===== src/rtl/rtfu_pkg.sv =====
// Shared types, constants and helper functions for the RTC field to
// Unix seconds converter. Has no dependencies; every other file uses it.
package rtfu_pkg;

   // Configuration register indexes.
   localparam logic [1:0] CSR_HOUR_24_MODE = 2'd0;
   localparam logic [1:0] CSR_BINARY_MODE  = 2'd1;

   localparam logic [7:0] PM_FLAG_MASK = 8'h80;
   localparam logic [7:0] CENTURY_SCALE = 8'd100;
   localparam logic [7:0] HOURS_HALF_DAY = 8'd12;

   // Days from 0000-03-01 to 1970-01-01 in the March-based calendar.
   localparam logic signed [22:0] EPOCH_SHIFT = 23'sd719468;

   typedef struct packed {
      logic [7:0] hours_raw;
      logic [7:0] minutes_raw;
      logic [7:0] seconds_raw;
      logic [7:0] year_raw;
      logic [7:0] month_raw;
      logic [7:0] day_raw;
      logic [7:0] century_raw;
   } req_word_type;

   typedef struct packed {
      logic signed [38:0] unix_seconds;
      logic               time_valid;
   } rsp_word_type;

   // Decoded and range-checked fields (day check still pending).
   typedef struct packed {
      logic       ok;
      logic [4:0] hour;
      logic [5:0] minute;
      logic [5:0] second;
      logic [6:0] year;
      logic [6:0] century;
      logic [3:0] month;
      logic [7:0] day;
   } dec_type;

   // Calendar terms: March-based century and year, day of year, time of day.
   typedef struct packed {
      logic              ok;
      logic signed [7:0] cent_adj;
      logic [6:0]        year_adj;
      logic [8:0]        day_of_year;
      logic [16:0]       time_of_day;
   } cal_type;

   // Signed day count since the epoch plus time of day.
   typedef struct packed {
      logic               ok;
      logic signed [22:0] days;
      logic [16:0]        time_of_day;
   } day_type;

   function automatic logic [7:0] bcd_decode(input logic [7:0] b);
      bcd_decode = 8'({4'b0, b[7:4]} * 8'd10) + {4'b0, b[3:0]};
   endfunction

   function automatic logic [4:0] month_days(input logic [3:0] month, input logic leap);
      logic [4:0] len;
      unique case (month)
         4'd2:                      len = leap ? 5'd29 : 5'd28;
         4'd4, 4'd6, 4'd9, 4'd11:   len = 5'd30;
         default:                   len = 5'd31;
      endcase
      month_days = len;
   endfunction

   // Day of the March-based year on which the given month starts.
   function automatic logic [8:0] month_start(input logic [3:0] month);
      logic [8:0] start;
      unique case (month)
         4'd3:    start = 9'd0;
         4'd4:    start = 9'd31;
         4'd5:    start = 9'd61;
         4'd6:    start = 9'd92;
         4'd7:    start = 9'd122;
         4'd8:    start = 9'd153;
         4'd9:    start = 9'd184;
         4'd10:   start = 9'd214;
         4'd11:   start = 9'd245;
         4'd12:   start = 9'd275;
         4'd1:    start = 9'd306;
         4'd2:    start = 9'd337;
         default: start = 9'd0;
      endcase
      month_start = start;
   endfunction

endpackage


===== src/rtl/rtfu_decode.sv =====
// First pipeline stage: BCD decode, 12-hour conversion and field range checks.
// Depends on rtfu_pkg.
module rtfu_decode (
   input  logic                  clock,
   input  logic                  reset,
   input  logic                  hour_24_mode,
   input  logic                  binary_mode,
   input  logic                  in_valid,
   input  rtfu_pkg::req_word_type in_word,
   output logic                  out_valid,
   output rtfu_pkg::dec_type     out_dec
);

   logic              valid_ff;
   rtfu_pkg::dec_type dec_ff;
   rtfu_pkg::dec_type dec_in;

   logic       pm;
   logic [7:0] hr, hr_fix, mi, se, yr, mo, dy, ce;
   logic       hr_ok;

   always_comb begin
      pm = (in_word.hours_raw & rtfu_pkg::PM_FLAG_MASK) != 8'd0;
      hr = in_word.hours_raw & ~rtfu_pkg::PM_FLAG_MASK;
      mi = in_word.minutes_raw;
      se = in_word.seconds_raw;
      yr = in_word.year_raw;
      mo = in_word.month_raw;
      dy = in_word.day_raw;
      ce = in_word.century_raw;
      if (!binary_mode) begin
         hr = rtfu_pkg::bcd_decode(hr);
         mi = rtfu_pkg::bcd_decode(mi);
         se = rtfu_pkg::bcd_decode(se);
         yr = rtfu_pkg::bcd_decode(yr);
         mo = rtfu_pkg::bcd_decode(mo);
         dy = rtfu_pkg::bcd_decode(dy);
         ce = rtfu_pkg::bcd_decode(ce);
      end

      hr_ok  = 1'b1;
      hr_fix = hr;
      if (!hour_24_mode) begin
         if (hr < 8'd1 || hr > rtfu_pkg::HOURS_HALF_DAY) begin
            hr_ok = 1'b0;
         end else if (hr == rtfu_pkg::HOURS_HALF_DAY) begin
            hr_fix = pm ? rtfu_pkg::HOURS_HALF_DAY : 8'd0;
         end else if (pm) begin
            hr_fix = hr + rtfu_pkg::HOURS_HALF_DAY;
         end
      end

      dec_in.ok      = hr_ok && hr_fix <= 8'd23 && mi <= 8'd59 && se <= 8'd59
                       && yr <= 8'd99 && ce <= 8'd99 && mo >= 8'd1 && mo <= 8'd12;
      dec_in.hour    = hr_fix[4:0];
      dec_in.minute  = mi[5:0];
      dec_in.second  = se[5:0];
      dec_in.year    = yr[6:0];
      dec_in.century = ce[6:0];
      dec_in.month   = mo[3:0];
      dec_in.day     = dy;
   end

   always_ff @(posedge clock) begin
      if (reset) begin
         valid_ff <= 1'b0;
      end else begin
         valid_ff <= in_valid;
      end
      dec_ff <= dec_in;
   end

   assign out_valid = valid_ff;
   assign out_dec   = dec_ff;

endmodule


===== src/rtl/rtfu_calendar.sv =====
// Second pipeline stage: leap year and day-of-month check, March-based year
// split, day of year and time of day. Depends on rtfu_pkg.
module rtfu_calendar (
   input  logic              clock,
   input  logic              reset,
   input  logic              in_valid,
   input  rtfu_pkg::dec_type in_dec,
   output logic              out_valid,
   output rtfu_pkg::cal_type out_cal
);

   logic              valid_ff;
   rtfu_pkg::cal_type cal_ff;
   rtfu_pkg::cal_type cal_in;

   logic       leap, early, yr_zero;
   logic [4:0] mdays;

   always_comb begin
      // Century times 100 is a multiple of 4, so the year modulo 4 and 100
      // come straight from the two-digit year.
      yr_zero = in_dec.year == 7'd0;
      leap    = yr_zero ? (in_dec.century[1:0] == 2'd0) : (in_dec.year[1:0] == 2'd0);
      mdays   = rtfu_pkg::month_days(in_dec.month, leap);
      early   = in_dec.month <= 4'd2;

      cal_in.ok = in_dec.ok && in_dec.day >= 8'd1 && in_dec.day <= {3'b0, mdays};
      if (early && yr_zero) begin
         cal_in.cent_adj = $signed({1'b0, in_dec.century}) - 8'sd1;
         cal_in.year_adj = 7'd99;
      end else begin
         cal_in.cent_adj = $signed({1'b0, in_dec.century});
         cal_in.year_adj = early ? in_dec.year - 7'd1 : in_dec.year;
      end
      cal_in.day_of_year = rtfu_pkg::month_start(in_dec.month)
                           + {4'b0, in_dec.day[4:0]} - 9'd1;
      cal_in.time_of_day = 17'({12'b0, in_dec.hour} * 17'd3600)
                           + 17'({11'b0, in_dec.minute} * 17'd60)
                           + {11'b0, in_dec.second};
   end

   always_ff @(posedge clock) begin
      if (reset) begin
         valid_ff <= 1'b0;
      end else begin
         valid_ff <= in_valid;
      end
      cal_ff <= cal_in;
   end

   assign out_valid = valid_ff;
   assign out_cal   = cal_ff;

endmodule


===== src/rtl/rtfu_days.sv =====
// Third and fourth pipeline stages: century and year day products, then the
// signed day count since the epoch. Depends on rtfu_pkg.
module rtfu_days (
   input  logic              clock,
   input  logic              reset,
   input  logic              in_valid,
   input  rtfu_pkg::cal_type in_cal,
   output logic              out_valid,
   output rtfu_pkg::day_type out_day
);

   logic               prod_valid_ff;
   logic               prod_ok_ff;
   logic signed [22:0] cent_days_ff, cent_days_in;
   logic [15:0]        year_days_ff, year_days_in;
   logic [16:0]        prod_tod_ff;
   logic signed [22:0] cent_ext;

   logic              valid_ff;
   rtfu_pkg::day_type day_ff;
   rtfu_pkg::day_type day_in;

   always_comb begin
      // A 400-year cycle holds 146097 days: 36524 per century plus one
      // every fourth century.
      cent_ext     = {{15{in_cal.cent_adj[7]}}, in_cal.cent_adj};
      cent_days_in = 23'(cent_ext * 23'sd36524) + (cent_ext >>> 2);
      year_days_in = 16'({9'b0, in_cal.year_adj} * 16'd365)
                     + {11'b0, in_cal.year_adj[6:2]} + {7'b0, in_cal.day_of_year};
   end

   always_ff @(posedge clock) begin
      if (reset) begin
         prod_valid_ff <= 1'b0;
      end else begin
         prod_valid_ff <= in_valid;
      end
      prod_ok_ff   <= in_cal.ok;
      cent_days_ff <= cent_days_in;
      year_days_ff <= year_days_in;
      prod_tod_ff  <= in_cal.time_of_day;
   end

   always_comb begin
      day_in.ok          = prod_ok_ff;
      day_in.days        = cent_days_ff + $signed({7'b0, year_days_ff})
                           - rtfu_pkg::EPOCH_SHIFT;
      day_in.time_of_day = prod_tod_ff;
   end

   always_ff @(posedge clock) begin
      if (reset) begin
         valid_ff <= 1'b0;
      end else begin
         valid_ff <= prod_valid_ff;
      end
      day_ff <= day_in;
   end

   assign out_valid = valid_ff;
   assign out_day   = day_ff;

endmodule


===== src/rtl/rtfu_seconds.sv =====
// Final pipeline stage: days times 86400 plus time of day, zeroed when the
// snapshot was invalid, into the result register. Depends on rtfu_pkg.
module rtfu_seconds (
   input  logic                   clock,
   input  logic                   reset,
   input  logic                   in_valid,
   input  rtfu_pkg::day_type      in_day,
   output logic                   out_valid,
   output rtfu_pkg::rsp_word_type out_word
);

   logic                   valid_ff;
   rtfu_pkg::rsp_word_type word_ff;
   rtfu_pkg::rsp_word_type word_in;
   logic signed [39:0]     day_secs;

   always_comb begin
      day_secs = $signed({{17{in_day.days[22]}}, in_day.days}) * 40'sd86400;
      word_in.time_valid = in_day.ok;
      if (in_day.ok) begin
         word_in.unix_seconds = day_secs[38:0] + $signed({22'b0, in_day.time_of_day});
      end else begin
         word_in.unix_seconds = '0;
      end
   end

   always_ff @(posedge clock) begin
      if (reset) begin
         valid_ff <= 1'b0;
      end else begin
         valid_ff <= in_valid;
      end
      word_ff <= word_in;
   end

   assign out_valid = valid_ff;
   assign out_word  = word_ff;

endmodule


===== src/rtl/rtc_fields_to_unix_seconds.sv =====
// Top level of the RTC field to Unix seconds converter: configuration
// registers and the five-stage pipeline. Depends on rtfu_pkg and the rtfu_ stages.
//
// Each word on req_word is one snapshot of raw real-time-clock bytes. It is
// taken at any clock edge where start is high; busy is always low, so a new
// word may follow every cycle. Exactly one result word comes out for each
// snapshot, on rsp_word with rsp_valid high for a single cycle, and the words
// leave in the order the snapshots went in. The receiver cannot stall the
// pipeline and must take each result word in the cycle it appears. The five
// stages are: BCD decode and range checks, calendar split and day check, the
// century and year day products, the day count since 1970-01-01, and the
// multiply by 86400 into the output register. Any field out of calendar
// range gives time_valid low and zero seconds. The two mode registers are
// written through the csr_ port, which is always ready; they should only be
// changed while no snapshot is in flight, since a change applies to the word
// entering the first stage at that time.
module rtc_fields_to_unix_seconds (
   input  logic                   clock,
   input  logic                   reset,
   input  logic                   start,
   output logic                   busy,
   input  rtfu_pkg::req_word_type req_word,
   output logic                   rsp_valid,
   output rtfu_pkg::rsp_word_type rsp_word,
   input  logic                   csr_valid,
   output logic                   csr_ready,
   input  logic [1:0]             csr_index,
   input  logic                   csr_data
);

   logic hour_24_mode_ff;
   logic binary_mode_ff;

   logic              dec_valid;
   rtfu_pkg::dec_type dec;
   logic              cal_valid;
   rtfu_pkg::cal_type cal;
   logic              day_valid;
   rtfu_pkg::day_type day;

   // The pipeline never holds off input.
   assign busy      = 1'b0;
   assign csr_ready = 1'b1;

   always_ff @(posedge clock) begin
      if (reset) begin
         hour_24_mode_ff <= 1'b1;
         binary_mode_ff  <= 1'b0;
      end else if (csr_valid && csr_ready) begin
         if (csr_index == rtfu_pkg::CSR_HOUR_24_MODE) begin
            hour_24_mode_ff <= csr_data;
         end
         if (csr_index == rtfu_pkg::CSR_BINARY_MODE) begin
            binary_mode_ff <= csr_data;
         end
      end
   end

   rtfu_decode u_decode (
      .clock        (clock),
      .reset        (reset),
      .hour_24_mode (hour_24_mode_ff),
      .binary_mode  (binary_mode_ff),
      .in_valid     (start && !busy),
      .in_word      (req_word),
      .out_valid    (dec_valid),
      .out_dec      (dec)
   );

   rtfu_calendar u_calendar (
      .clock     (clock),
      .reset     (reset),
      .in_valid  (dec_valid),
      .in_dec    (dec),
      .out_valid (cal_valid),
      .out_cal   (cal)
   );

   rtfu_days u_days (
      .clock     (clock),
      .reset     (reset),
      .in_valid  (cal_valid),
      .in_cal    (cal),
      .out_valid (day_valid),
      .out_day   (day)
   );

   rtfu_seconds u_seconds (
      .clock     (clock),
      .reset     (reset),
      .in_valid  (day_valid),
      .in_day    (day),
      .out_valid (rsp_valid),
      .out_word  (rsp_word)
   );

endmodule


===== config.mk =====
export PLATFORM = sky130hd
export DESIGN_NAME = rtc_fields_to_unix_seconds
export DESIGN_NICKNAME = d
export VERILOG_FILES = /design/src/rtl/rtfu_pkg.sv /design/src/rtl/rtfu_decode.sv /design/src/rtl/rtfu_calendar.sv /design/src/rtl/rtfu_days.sv /design/src/rtl/rtfu_seconds.sv /design/src/rtl/rtc_fields_to_unix_seconds.sv
export SDC_FILE = /design/constraint.sdc
export NUM_CORES = 1
export LEC_CHECK = 0
export BUFFER_PORTS_ARGS = -buffer_cell sky130_fd_sc_hd__clkbuf_2
export CORE_ASPECT_RATIO = 0.75
export CORE_MARGIN = 3
export CORE_UTILIZATION = 55
export CTS_BUF_LIST = sky130_fd_sc_hd__clkbuf_4 sky130_fd_sc_hd__clkbuf_8
export CTS_CLUSTER_SIZE = 16
export DETAILED_ROUTE_END_ITERATION = 16
export PLACE_DENSITY = 0.73
export SLEW_MARGIN = 0
export SYNTH_ARGS = -nofsm -noshare
export SYNTH_HDL_FRONTEND = slang
export SYNTH_SLANG_ARGS = --single-unit

===== constraint.sdc =====
create_clock -name clock -period 7.11 [get_ports clock]
set_input_delay 0.3555 -clock clock [delete_from_list [all_inputs] [get_ports clock]]
set_output_delay 0.3555 -clock clock [all_outputs]
set_load 0.02 [all_outputs]

==> results of run 1 <==
worst max-delay path, delay by kind of cell, from the launching register on:
family	cells	cell delay, ns
xor+xnor	2	0.26
flops	1	0.67
buf+inv	4	0.32
compound gates	7	1.94
fa+ha+maj	6	2.25
simple gates	4	0.52
registers in the layout (all words and copies together) (netlist names), 16 cells and up, named ones only:
name,flops
u_decode.out_dec,44
u_days.cent_days_ff,23
u_days.year_days_ff,16
u_calendar.out_cal,42
u_days.prod_tod_ff,17
u_seconds.out_word,40
u_days.out_day,41
per-layer routing:
layer,vias up,wire (um),track usage
met3,48,1740,0.0357
met2,249,17400,0.333
met4,2,555,0.0439
met5,-,11,0
met1,6774,19500,0.280
li1,7530,-,-
metrics by stage:
stage	hold slack [ns]	instance area, sq um	worst slack, ns
2_1_floorplan	0.310	20500	1.49
3_3_place_gp	0.310	21600	1.27
3_5_place_dp	0.312	21600	1.06
4_1_cts	0.00841	22500	1.02
5_1_grt	0.0450	22500	0.444
6_report	0.0482	22500	0.997
layout make-up:
class	count	area share
Clock buffer	58	0.0324
Inverter	422	0.0703
Tap cell	496	0.0275
Sequential cell	240	0.213
Clock inverter	10	0.00722
Timing Repair Buffer	115	0.0278
Multi-Input combinational cell	1512	0.621
synth_stat cells, drive strengths merged (8+ instances only):
cell type / instances
xor2: 57
nand2: 102
or2: 10
a21oi: 106
ha: 395
nor3: 33
or3: 18
xnor2: 110
mux2: 10
clkbuf: 13
o21a: 10
a31oi: 14
a21boi: 8
and2: 27
nor2: 92
a211oi: 12
o211ai: 13
inv: 420
dfxtp: 240
a21o: 43
nand2b: 15
nand3: 34
nor2b: 29
fa: 148
mux2i: 9
o21ai: 95
nand4: 12
o21bai: 19
cell usage in the layout (no fill, tap or decap), drive strengths merged, types with 9 or more instances in the layout:
cell and instances:
a21oi 106, nor2 92, nor2b 29, xnor2 110
fa 148, nand3 34, xor2 57, and2 27
a21o 43, o21ai 95, inv 421, nor3 33
or2 10, a211oi 12, or3 18, a31oi 14
nand2 102, clkbuf 161, o21bai 19, o211ai 13
mux2 10, nand4 12, dfxtp 240, ha 395
o21a 10, mux2i 9, nand2b 15
worst max-delay path by stage:
stage / depth (start not counted) / from / endpoint / slack [ns]
3_5_place_dp: 23 / u_calendar.out_cal[38]$_DFF_P_ / u_days.cent_days_ff[21]$_DFF_P_ / 1.06
6_report: 23 / u_calendar.out_cal[38]$_DFF_P_ / u_days.cent_days_ff[21]$_DFF_P_ / 1.0
2_1_floorplan: 18 / u_days.out_day[21]$_DFF_P_ / u_seconds.out_word[38]$_SDFF_PN0_ / 1.49
4_1_cts: 18 / u_days.out_day[23]$_DFF_P_ / u_seconds.out_word[38]$_SDFF_PN0_ / 1.02
3_3_place_gp: 17 / u_days.out_day[23]$_DFF_P_ / u_seconds.out_word[38]$_SDFF_PN0_ / 1.27
5_1_grt: 23 / u_calendar.out_cal[38]$_DFF_P_ / u_days.cent_days_ff[21]$_DFF_P_ / 0.44
kinds of logic (layout without fill, tap and decap cells):
kind of cell	Yosys count	count (layout)
buffers and inverters	441	605
muxes	20	20
and+or+nand+nor	411	411
adders and majority gates	543	543
other	2	2
AOI/OAI and AO/OA	369	369
xor gates and xnor gates	167	167
DFF	240	240
what timing repair did:
item	4_1_cts	5_1_grt
resized for setup	0	0
hold buffers	8	0
hold endpoints to repair	8	0
==> results.toml, run 1 <==
[drt]
totalWireLength_mm = 39.2
vias = 14600
first_iter_violations = 649
ant_nets = 0
vias_per_cell = 5.12
wl_per_cell_um = 13.8
dr.pass1.iters = 6
drc = 0

[sta]
finalCriticalPeriod_ns = 6.11
slew_viol_final = 0
max_slew_margin = 0.338
hold_viol_final = 0
tightest_slew_ns = 0.979
finalSetupTns_ns = 0
max_freq_ghz = 0.164
clock_skew_ns = 0.0263
setup_viol = 0
finalCritPeriodShare = 0.860
rsz0062_at_grt = "false"

[placed_design]
gp_congestion = 0.894
dp_cells = 2777
place_hpwl_mm = 33.0
port_buffers = 103

[yosys]
async_flop_share = 0
yosysSeqAreaShare = 0.235
ys_seq_elements = 240
yosysWarnings = 0
synth_xor_area_frac = 0.0722
synthTopCellsByArea = "ha_1, dfxtp_1, fa_1"
syn_avg_cell_area_sq_um = 9.33
synth_mux_area_frac = 0.0110
synth_simple_gate_area_frac = 0.101
syn-cell-area_sq_um = 20500
synth_ff_type = "dfxtp_1"
yosysUniqueCellTypes = 73
netlist_instances = 2193
synth_compound_area_frac = 0.114
synth_fp_nets = 2799
synth_edf_count = 0
synth_top_family_by_area = "adder cells"
synthAdderAreaFrac = 0.386
yosys.area.top_type_share = 0.241
synth_top_area_cell = "ha_1"

[cells_and_area]
fin_nets = 2936
regArea_sq_um = 4810
stdcell_count = 2853
synthToLayoutAreaGrowth_pct = 10.1
fill_cells = 3014
diodes = 0
finalCoreUtilization = 0.621
drive_gt1_frac = 0.0882
multi_input_area_sq_um = 14000

[clock_tree]
path_clk_slew_ns = 0.06
cts.path.max_buffers = 3
clock_sinks = 240
clockRootBuffer = "clkbuf_8"
cts_max_level = 2
clk_latency_ns = 0.56
cts_tree = "done"
cts_setup_buffers = 0
cts_buffers = 39

[floorplanning]
die_y_um = 173
die_area_sq_um = 39600
rows = 60
io_pins = 106
die_w_um = 229
coreArea_sq_um = 36300
initial_core_util = 0.565

[worst_setup_path]
rrSetupSlack_ns = 1.0
r2r_end = "u_days.cent_days_ff[21]$_DFF_P_"
worstPathCellList = "inv_1 -> ha_1 -> inv_1 -> ha_1 -> inv_1 -> fa_1 -> fa_1 -> inv_1 -> ha_1 -> nor2b_1 -> o21ai_0 -> a21boi_0 -> o21ai_0 -> nor2b_1 -> xnor2_1 -> ha_1 -> nand3_1 -> nand2_1 -> a41o_1 -> o41a_1 -> a41o_1 -> o41ai_1 -> xnor2_1"
crit_fanout = 10
cp-end-kind = "register"
cp_slowest_cell = "dfxtp_1"
slowest_delay_ns = 0.67
r2r_cells = 23
worstSetupPathType = "reg -> reg"
start_kind = "register"
r2r-start = "u_calendar.out_cal[38]$_DFF_P_"
required_ns = 7.52
cp.arrival_ns = 6.53

[grt]
antenna_found_initial = 2
grt_max_degree = 66
grt_pass1_wl_mm = 68.3
grt_usage = 0.202
grt-ovfl-total = 0
grt_pass1_vias = 14900

[hold_path]
whs_path_depth = 3
hold_end = "u_decode.out_dec[2]$_DFF_P_"
holdCritStartpoint = "req_word[10]"
hp-class = "in -> reg"

[job]
maxCapViolations = 0

[outcome]
status = "finished clean"
Power of run 1 is left out: the tool's default activity adds up to more than one toggle a clock period on the data nets, which glitch-free logic cannot reach.
==> inputs of run 2 (changes only) <==
--- a/config.mk
+++ b/config.mk
@@ -8,11 +8,11 @@
 export BUFFER_PORTS_ARGS = -buffer_cell sky130_fd_sc_hd__clkbuf_2
 export CORE_ASPECT_RATIO = 0.75
 export CORE_MARGIN = 3
-export CORE_UTILIZATION = 55
+export CORE_UTILIZATION = 60
 export CTS_BUF_LIST = sky130_fd_sc_hd__clkbuf_4 sky130_fd_sc_hd__clkbuf_8
 export CTS_CLUSTER_SIZE = 16
 export DETAILED_ROUTE_END_ITERATION = 16
-export PLACE_DENSITY = 0.73
+export PLACE_DENSITY = 0.78
 export SLEW_MARGIN = 0
 export SYNTH_ARGS = -nofsm -noshare
 export SYNTH_HDL_FRONTEND = slang
==> results.toml, run 2 (same netlist as run 1, synthesis figures left out) <==
[outcome]
status = "finished clean"

[worst_setup_path]
worstSetupPathType = "reg -> reg"
cp.arrival_ns = 6.56
cp-end-kind = "register"
slowest_delay_ns = 0.62
required_ns = 7.60
worstPathCellList = "ha_1 -> ha_1 -> inv_1 -> fa_1 -> fa_1 -> fa_1 -> inv_1 -> ha_1 -> a21oi_1 -> o21ai_1 -> nor3_1 -> a21o_1 -> xnor2_1 -> nand4_1 -> or4_1 -> or4b_4 -> nor3_1 -> mux2_2"
start_kind = "register"
crit_fanout = 6
cp_slowest_cell = "or4_1"

[grt]
antenna_found_initial = 1
grt_usage = 0.221
grt-ovfl-total = 0
grt_pass1_vias = 15300
grt_pass1_wl_mm = 68.3
grt_max_degree = 41

[sta]
hold_viol_final = 0
finalCritPeriodShare = 0.854
rsz0062_at_grt = "false"
tightest_slew_ns = 0.979
slew_viol_final = 0
max_freq_ghz = 0.165
clock_skew_ns = 0.0451
setup_viol = 0
finalSetupTns_ns = 0
finalCriticalPeriod_ns = 6.07
hold_ws_ns = 0.0584
max_slew_margin = 0.338

[drt]
wl_per_cell_um = 14.0
dr.pass1.iters = 5
ant_nets = 0
vias = 14700
totalWireLength_mm = 39.1
drc = 0
first_iter_violations = 733
vias_per_cell = 5.26

[clock_tree]
clockRootBuffer = "clkbuf_8"
clk_latency_ns = 0.59
cts_tree = "done"
cts_max_level = 2
cts_buffers = 39
cts.path.max_buffers = 3
path_clk_slew_ns = 0.07
clock_sinks = 240

[floorplanning]
io_pins = 106
die_y_um = 166
die_w_um = 219
coreArea_sq_um = 33000
initial_core_util = 0.620
die_area_sq_um = 36400
rows = 57

[cells_and_area]
fin_nets = 2937
synthToLayoutAreaGrowth_pct = 9.39
mostFrequentLayoutCell = "inv_1"
largest_register_ffs = 44
drive_gt1_frac = 0.0870
most-common-layout-cells = "inv_1, ha_1, dfxtp_1"
finalInstanceArea_sq_um = 22400
diodes = 0

[hold_path]
hp-class = "in -> reg"

[job]
maxCapViolations = 0

[placed_design]
place_area_sq_um = 21500
port_buffers = 103
place_hpwl_mm = 32.7
gp_congestion = 0.865
## run 2: critical path, delay by kind of cell (launching register included)
family	cells	cell delay [ns]
AOI/OAI and AO/OA	3	0.56
muxes	1	0.36
xor gates and xnor gates	1	0.19
and+or+nand+nor	5	1.83
buffers and inverters	2	0.09
adders and majority gates	6	2.49
DFF	1	0.43
## run 2: final cells by class
type / instances / area (sq um)
clock inverter: 12 / 105
fill: 2557 / 10600
timing repair buffer: 116 / 638
clock buffer: 54 / 706
sequential: 240 / 4810
inverter: 422 / 1580
tap: 442 / 553
multi-input combinational: 1512 / 14000
## run 2: through the flow
stage	std cells	worst slack, ns	utilization
after floorplan	2193	1.49	-
after global placement	2722	1.28	0.651
final	2798	1.04	0.678
after CTS	2798	1.07	0.678
after global routing	2798	0.599	0.678
after detailed placement	2722	1.09	0.651
## run 2: metal layers
layer / up-vias / wire length (um) / GRT usage
met5: - / 0 / 0
met4: 0 / 710 / 0.0529
met3: 60 / 1920 / 0.0366
met2: 279 / 17300 / 0.358
met1: 6844 / 19200 / 0.311
li1: 7544 / - / -
## run 2: worst paths after layout
check	end	slack, ns	from	cells after the start
worst min register to register	u_days.prod_tod_ff[12]$_DFF_P_	0.31	u_calendar.out_cal[12]$_DFF_P_	0
worst min-delay path	u_decode.out_dec[13]$_DFF_P_	0.06	req_word[1]	2
worst max-delay path	u_seconds.out_word[38]$_SDFF_PN0_	1.04	u_days.out_day[22]$_DFF_P_	18
worst max register to register	u_seconds.out_word[38]$_SDFF_PN0_	1.04	u_days.out_day[22]$_DFF_P_	18
## run 2: timing repair
item / in CTS / in global routing
endpoints found under the hold margin: 10 / 0
setup buffers: 0 / 0
gates resized for setup: 0 / 0
hold buffers: 10 / 0
Power of run 2 is left out for the same reason.
==> inputs of run 3 (changes only) <==
--- a/config.mk
+++ b/config.mk
@@ -5,14 +5,13 @@
 export SDC_FILE = /design/constraint.sdc
 export NUM_CORES = 1
 export LEC_CHECK = 0
-export BUFFER_PORTS_ARGS = -buffer_cell sky130_fd_sc_hd__clkbuf_2
 export CORE_ASPECT_RATIO = 0.75
 export CORE_MARGIN = 3
-export CORE_UTILIZATION = 60
+export CORE_UTILIZATION = 40
 export CTS_BUF_LIST = sky130_fd_sc_hd__clkbuf_4 sky130_fd_sc_hd__clkbuf_8
 export CTS_CLUSTER_SIZE = 16
 export DETAILED_ROUTE_END_ITERATION = 16
-export PLACE_DENSITY = 0.78
+export DONT_BUFFER_PORTS = 1
 export SLEW_MARGIN = 0
 export SYNTH_ARGS = -nofsm -noshare
 export SYNTH_HDL_FRONTEND = slang
==> results.toml, run 3 (same netlist as run 1, synthesis figures left out) <==
[outcome]
status = "finished clean"

[drt]
vias = 14100
first_iter_violations = 544
totalWireLength_mm = 39.2
ant_nets = 0
wl_per_cell_um = 13.3
dr.pass1.iters = 5
vias_per_cell = 4.77
drc = 0

[worst_setup_path]
start_kind = "register"
worstSetupPathType = "reg -> reg"
crit_fanout = 6
cp.arrival_ns = 6.55
r2r_cells = 18
cp-end-kind = "register"
required_ns = 7.54

[grt]
grt_pass1_vias = 14300
grt_max_degree = 67
antenna_found_initial = 0
grt-ovfl-total = 0
grt_pass1_wl_mm = 68.1
grt_usage = 0.150

[placed_design]
gp_congestion = 0.859
port_buffers = 0
place_hpwl_mm = 32.6

[clock_tree]
cts_max_level = 2
cts_resized = 0
path_clk_slew_ns = 0.05
clk_latency_ns = 0.55
cts_buffers = 41
clockRootBuffer = "clkbuf_8"
clock_sinks = 240
cts.path.max_buffers = 3
cts_tree = "done"

[cells_and_area]
mostFrequentLayoutCell = "inv_1"
multi_input_area_sq_um = 14000
most-common-layout-cells = "inv_1, ha_1, dfxtp_1"
drive_gt1_frac = 0.0481
regArea_sq_um = 4810
synthToLayoutAreaGrowth_pct = 10.3
fin_nets = 2863
fill_cells = 4737
largest_register_ffs = 44
diodes = 0

[sta]
finalCritPeriodShare = 0.861
max_freq_ghz = 0.163
finalCriticalPeriod_ns = 6.12
hold_viol_final = 0
slew_viol_final = 0
finalSetupTns_ns = 0
setup_viol = 0
rsz0062_at_grt = "false"
clock_skew_ns = 0.0228
max_slew_margin = 0.351
tightest_slew_ns = 0.959

[floorplanning]
die_y_um = 202
initial_core_util = 0.406
die_w_um = 267
die_area_sq_um = 54000
io_pins = 106
rows = 71
coreArea_sq_um = 50400

[hold_path]
hp-class = "in -> reg"
whs_path_depth = 2

[job]
maxCapViolations = 0
run 3: worst paths after layout:
path | start | end | slack [ns]
max | u_days.out_day[23]$_DFF_P_ | u_seconds.out_word[38]$_SDFF_PN0_ | 0.99
min | req_word[45] | u_decode.out_dec[37]$_DFF_P_ | 0.05
min reg2reg | u_days.prod_ok_ff$_DFF_P_ | u_days.out_day[40]$_DFF_P_ | 0.32
max reg2reg | u_days.out_day[23]$_DFF_P_ | u_seconds.out_word[38]$_SDFF_PN0_ | 0.99
run 3: layout make-up:
cell class                 count  area share
multi-input combinational   1512       0.620
clock buffer                  55      0.0321
sequential                   240       0.213
inverter                     422      0.0701
timing repair buffer          40      0.0173
tap                          657      0.0364
clock inverter                18      0.0112
run 3: routing by layer:
layer  up-vias  routed length (um)  track usage
met1      6382               20600        0.217
li1       7391                   -            -
met3        49                1760       0.0285
met5         -                   0            0
met2       234               16300        0.232
met4         0                 587       0.0315
run 3: through the flow:
step                utilization  setup slack [ns]  area [sq um]  hold WS, ns  instances
finish                    0.448             0.990         22600       0.0523       2944
global route              0.448             0.620         22600       0.0294       2944
CTS                       0.448             0.988         22600      0.00406       2944
detailed placement        0.422              1.02         21200        0.312       2835
global placement          0.422              1.21         21200        0.310       2835
floorplan                     -              1.49         20500        0.310       2193
run 3: critical path, stage by stage, from the launching register on:
cell	delay (ns)
dfxtp_1	0.44
ha_1	0.28
ha_1	0.31
fa_1	0.53
inv_1	0.05
fa_1	0.50
fa_1	0.55
inv_1	0.04
ha_1	0.35
a21oi_1	0.17
o21ai_0	0.11
a31oi_1	0.25
nand2_1	0.14
xor2_1	0.29
nand4_1	0.21
or4_1	0.61
or4b_4	0.59
nor3_1	0.21
mux2_2	0.37
run 3: repair_timing:
action / in CTS / in global routing
endpoints found under the hold margin: 42 / 0
setup buffers: 0 / 0
hold buffers: 36 / 0
Power of run 3 is left out for the same reason.
